--- config.mk ---
export PLATFORM = sky130hd
export DESIGN_NAME = fct_plane_lane
export DESIGN_NICKNAME = d
export VERILOG_FILES = /design/src/design/fct_pkg.sv /design/src/design/fct_plane_lane.sv
export SDC_FILE = /design/constraint.sdc
export NUM_CORES = 2
export LEC_CHECK = 0
export BUFFER_PORTS_ARGS = -buffer_cell sky130_fd_sc_hd__buf_2
export CAP_MARGIN = 10
export CORE_UTILIZATION = 40
export CTS_BUF_LIST = sky130_fd_sc_hd__clkbuf_8 sky130_fd_sc_hd__clkbuf_16
export CTS_CLUSTER_DIAMETER = 40
export CTS_CLUSTER_SIZE = 30
export DETAILED_ROUTE_END_ITERATION = 6
export MAX_ROUTING_LAYER = met4
export PLACE_DENSITY = 0.62
export SLEW_MARGIN = 10
export SYNTH_ARGS = -nofsm -noshare
export SYNTH_HDL_FRONTEND = slang
export SYNTH_SLANG_ARGS = --single-unit
--- constraint.sdc ---
create_clock -name i_clk -period 6.5 [get_ports i_clk]
set_input_delay 0.65 -clock i_clk [delete_from_list [all_inputs] [get_ports i_clk]]
set_output_delay 0.65 -clock i_clk [all_outputs]
set_load 0.02 [all_outputs]
--- src/design/fct_pkg.sv ---
// Shared types and constants of the frustum cull test block.
package fct_pkg;

    localparam int NUM_PLANES = 6;
    localparam int NUM_STAGES = 5;
    localparam int PLANE_W    = 63;
    localparam int NORM_W     = 13;
    localparam int COORD_W    = 24;
    localparam int RADIUS_W   = 23;
    localparam int CFG_IDX_W  = 3;

    localparam int NX_LSB = 0;
    localparam int NY_LSB = 13;
    localparam int NZ_LSB = 26;
    localparam int D_LSB  = 39;

    localparam logic [CFG_IDX_W-1:0] CFG_PLANE_LEFT   = 3'd0;
    localparam logic [CFG_IDX_W-1:0] CFG_PLANE_RIGHT  = 3'd1;
    localparam logic [CFG_IDX_W-1:0] CFG_PLANE_BOTTOM = 3'd2;
    localparam logic [CFG_IDX_W-1:0] CFG_PLANE_TOP    = 3'd3;
    localparam logic [CFG_IDX_W-1:0] CFG_PLANE_NEAR   = 3'd4;
    localparam logic [CFG_IDX_W-1:0] CFG_PLANE_FAR    = 3'd5;

    localparam logic OP_BOX    = 1'b0;
    localparam logic OP_SPHERE = 1'b1;

    typedef struct packed {
        logic                       operation;
        logic signed [COORD_W-1:0]  lo_x;
        logic signed [COORD_W-1:0]  lo_y;
        logic signed [COORD_W-1:0]  lo_z;
        logic signed [COORD_W-1:0]  hi_x;
        logic signed [COORD_W-1:0]  hi_y;
        logic signed [COORD_W-1:0]  hi_z;
        logic        [RADIUS_W-1:0] radius;
    } t_in_word;

    typedef struct packed {
        logic visible;
    } t_out_word;

    typedef struct packed {
        logic load_s1;
        logic load_s2;
        logic load_s3;
        logic load_s4;
        logic load_out;
    } t_pipe_ctl;

endpackage

--- src/design/fct_plane_lane.sv ---
// Four-stage test of one volume against one plane: corner pick, products, partial sums, sign.
module fct_plane_lane (
    input  logic                         i_clk,
    input  fct_pkg::t_pipe_ctl           i_ctl,
    input  fct_pkg::t_in_word            i_word,
    input  logic [fct_pkg::PLANE_W-1:0]  i_plane,
    output logic                         o_cull
);
    import fct_pkg::*;

    localparam int OFF_W  = COORD_W + 1;
    localparam int PROD_W = NORM_W + COORD_W;
    localparam int PART_W = PROD_W + 1;
    localparam int SUM_W  = PART_W + 1;

    logic signed [NORM_W-1:0]  w_nx;
    logic signed [NORM_W-1:0]  w_ny;
    logic signed [NORM_W-1:0]  w_nz;
    logic signed [COORD_W-1:0] w_d;
    logic                      w_box;

    logic signed [COORD_W-1:0] r_cx;
    logic signed [COORD_W-1:0] r_cy;
    logic signed [COORD_W-1:0] r_cz;
    logic signed [OFF_W-1:0]   r_off1;

    logic signed [PROD_W-1:0]  r_px;
    logic signed [PROD_W-1:0]  r_py;
    logic signed [PROD_W-1:0]  r_pz;
    logic signed [OFF_W-1:0]   r_off2;

    logic signed [PART_W-1:0]  r_sa;
    logic signed [PART_W-1:0]  r_sb;
    logic signed [SUM_W-1:0]   n_sum;
    logic                      r_cull;

    assign w_nx  = signed'(i_plane[NX_LSB +: NORM_W]);
    assign w_ny  = signed'(i_plane[NY_LSB +: NORM_W]);
    assign w_nz  = signed'(i_plane[NZ_LSB +: NORM_W]);
    assign w_d   = signed'(i_plane[D_LSB +: COORD_W]);
    assign w_box = (i_word.operation == OP_BOX);

    // A box is tested at the corner furthest along the normal; a sphere at its center.
    always_ff @(posedge i_clk) begin
        if (i_ctl.load_s1) begin
            r_cx   <= (w_box && w_nx > 0) ? i_word.hi_x : i_word.lo_x;
            r_cy   <= (w_box && w_ny > 0) ? i_word.hi_y : i_word.lo_y;
            r_cz   <= (w_box && w_nz > 0) ? i_word.hi_z : i_word.lo_z;
            r_off1 <= OFF_W'(w_d) + (w_box ? '0 : signed'({2'b00, i_word.radius}));
        end
    end

    always_ff @(posedge i_clk) begin
        if (i_ctl.load_s2) begin
            r_px   <= PROD_W'(w_nx) * PROD_W'(r_cx);
            r_py   <= PROD_W'(w_ny) * PROD_W'(r_cy);
            r_pz   <= PROD_W'(w_nz) * PROD_W'(r_cz);
            r_off2 <= r_off1;
        end
    end

    always_ff @(posedge i_clk) begin
        if (i_ctl.load_s3) begin
            r_sa <= PART_W'(r_px) + PART_W'(r_py);
            r_sb <= PART_W'(r_pz) + PART_W'(signed'({r_off2, 11'b0}));
        end
    end

    assign n_sum = SUM_W'(r_sa) + SUM_W'(r_sb);

    always_ff @(posedge i_clk) begin
        if (i_ctl.load_s4) begin
            r_cull <= n_sum[SUM_W-1];
        end
    end

    assign o_cull = r_cull;

endmodule

==> impl_metrics.toml <==
[clock_network]
htreeDepth = 2
cts.clk_slew.worst_paths_ns = 0.06
clock_path_buffers = 3
cts_sinks = 310
cts_made_buffers = 58
root_buffer = "clkbuf_16"
insertion_delay_ns = 0.63
cts_tree = "yes"

[yosys]
netlist_area_um2 = 47000
ys_seq_area_share_pct = 19.8
synth_common_cells = "fa_1, inv_1, nand2_1"
ys_types = 71
synth_top_area_share_pct = 36.3
synthArstFlopShare_pct = 0
yosys-top-cells-area = "fa_1, edfxtp_1, ha_1, inv_1, nand2_1"
syn_area_per_cell_um2 = 10.2
synth_fp_nets = 6076
synth_edf_count = 310
synthCells = 4597
ys_ff_latch = 310
dominantRegCellSynth = "edfxtp_1"
synth_most_common_cell = "fa_1"
yosysWarnings = 0
yosysTopAreaCell = "fa_1"

[setup_path]
r2r-start = "r_cz[7]"
max_stage_delay_ns = 0.53
cp_max_fo = 5
worst_setup_path_start_kind = "flip-flop"
critPathLaunch = "r_cz[7]"
worstPathRequired_ns = 6.85
cp_common_cell = "fa_1"
arrival_ns = 6.60
crit_slowest_cell = "fa_1"
ff2ff_setup_slack_ns = 0.25
end_kind = "flip-flop"
worstPathCellList = "and2_1 > fa_1 > inv_1 > fa_1 > inv_1 > fa_1 > inv_1 > fa_1 > fa_1 > inv_1 > ha_1 > ha_1 > or3_1 > a21oi_1 > o2111ai_1 > a31oi_2 > o21ai_2 > a21bo_2 > a41oi_1 > o31ai_1 > xor2_1"
crit_buf_inv = 4
crit_family = "adder cells"
worstSetupPathType = "reg2reg"
crit_cells = 21
r2r_cells = 21

[sta]
fin_setup_tns_ns = 0
finalCritPeriodShare_pct = 96.1
drv_slew = 0
worst_pin_slew_ns = 1.07
fin_skew_ns = 0.0241
hold_viol = 0
slew_headroom_pct = 28.9
fin_crit_ns = 6.25
setup_viol = 0
fmax_mhz = 160

[routing]
first_pass_iters = 5
routed_wl_um = 109000
ant_nets = 0
drcViolationCount = 0
vias = 33300
drt_iter0_drc = 1959
via_per_inst = 5.06
wl_per_cell_um = 16.5

[die]
die-area_um2 = 119000
initial_core_util_pct = 40.4
die_h_um = 345
ioPinCount = 238
core_um2 = 116000
rows = 125
die_w_um = 345

[final_layout]
drive_gt1_share_pct = 14.6
seqCellArea_um2 = 9310
fill_cells = 11000
area_growth_pct = 14.7
multi_input_area_um2 = 34300
nets = 6494

[grt]
grtUsageMet3_pct = 2.08
busiest_layer = "met2"
met2_usage_pct = 32.2
antenna_found_initial = 7
grt_pass1_vias = 34500
met1_usage_pct = 25.4
overflow = 0
grt_pass1_wl_um = 180000
track_usage_pct = 19.7
grt_max_degree = 95

[run]
max-cap-violations = 0

[worst_hold_path]
holdPathStages = 1
holdCritStartpoint = "i_ctl[1]"
hold_path.class = "in2reg"

[place]
hpwl_um = 91500
place_congestion = 0.871
numPortBuffers = 236

[run_status]
status = "complete, no violations"
through the flow:
stage	hold WS, ns	instances	cell area [um^2]	setup WS [ns]	utilization [%]
4_1_cts	0.177	6569	53700	0.158	46.2
5_1_grt	0.183	6590	53900	-0.00362	46.3
2_1_floorplan	0.400	4597	47000	0.0593	-
3_3_place_gp	0.402	6462	51800	-0.104	44.5
6_report	0.221	6590	53900	0.252	46.3
3_5_place_dp	0.405	6462	51800	-0.169	44.5
worst register-to-register path: stages, from the launching register on:
cell,delay [ns]
edfxtp_1,0.52
and2_1,0.22
fa_1,0.53
inv_1,0.05
fa_1,0.47
inv_1,0.06
fa_1,0.50
inv_1,0.05
fa_1,0.48
fa_1,0.49
inv_1,0.04
ha_1,0.27
ha_1,0.21
or3_1,0.36
a21oi_1,0.25
o2111ai_1,0.24
a31oi_2,0.30
o21ai_2,0.13
a21bo_2,0.22
a41oi_1,0.28
o31ai_1,0.13
xor2_1,0.17
final timing paths:
path                    to
hold / removal      o_cull
setup / recovery  r_pz[34]
setup reg to reg  r_pz[34]
hold reg to reg    r_sb[1]
sequential cells by signal (all words and copies together) (netlist names), 25 cells and up:
signal	count
r_off1	25
r_off2	25
r_pz	37
r_sb	38
r_px	37
r_py	37
r_sa	38
final cells by class:
cell class / count / share of cell area, %
Tap cell: 1524 / 3.54
Multi-Input combinational cell: 3337 / 63.5
Timing Repair Buffer: 534 / 6.61
Antenna cell: 4 / 0.0186
Clock inverter: 49 / 0.977
Inverter: 774 / 5.39
Sequential cell: 310 / 17.3
Clock buffer: 58 / 2.69
layer usage:
| metal | vias up | wire length, um |
|---|---|---|
| met5 | - | 0 |
| met4 | 0 | 3730 |
| met3 | 181 | 4930 |
| met2 | 804 | 53500 |
| met1 | 16800 | 46400 |
| li1 | 15500 | - |
logic make-up after synthesis:
logic type,Yosys count,synth area share (%)
fa+ha+maj,1242,46.7
flops,310,19.8
mux,79,1.88
compound gates,507,7.09
xor+xnor,171,3.19
buf+inv,950,7.58
simple gates,1338,13.8
layout by cell type (no fill, tap or decap), types with 9 or more instances in the layout:
cell type  instances
fa_1             852
inv_1            780
nand2_1          608
ha_1             390
and2_1           363
edfxtp_1         310
buf_4            289
buf_2            233
a21oi_1          144
nor2_1           133
xnor2_1          126
a21o_1            85
o21ai_0           78
mux2_2            73
clkbuf_16         58
nor2b_1           51
xor2_1            45
nor3_1            41
nand2b_1          28
o21a_1            27
nand3_1           24
o21bai_1          23
and3_1            20
nand4_1           19
a211oi_1          17
a31oi_1           16
nor4_1            13
buf_12            11
o211ai_1           9
a221oi_1           9
inv_6              9
timing repair:
action | in CTS | in global routing
hold buffers | 0 | 0
setup buffers | 0 | 17
endpoints found under the setup margin | 0 | 14
gates resized for setup | 0 | 10
Power is left out: the tool's default activity adds up to more than one toggle a clock period on the data nets, which glitch-free logic cannot reach.
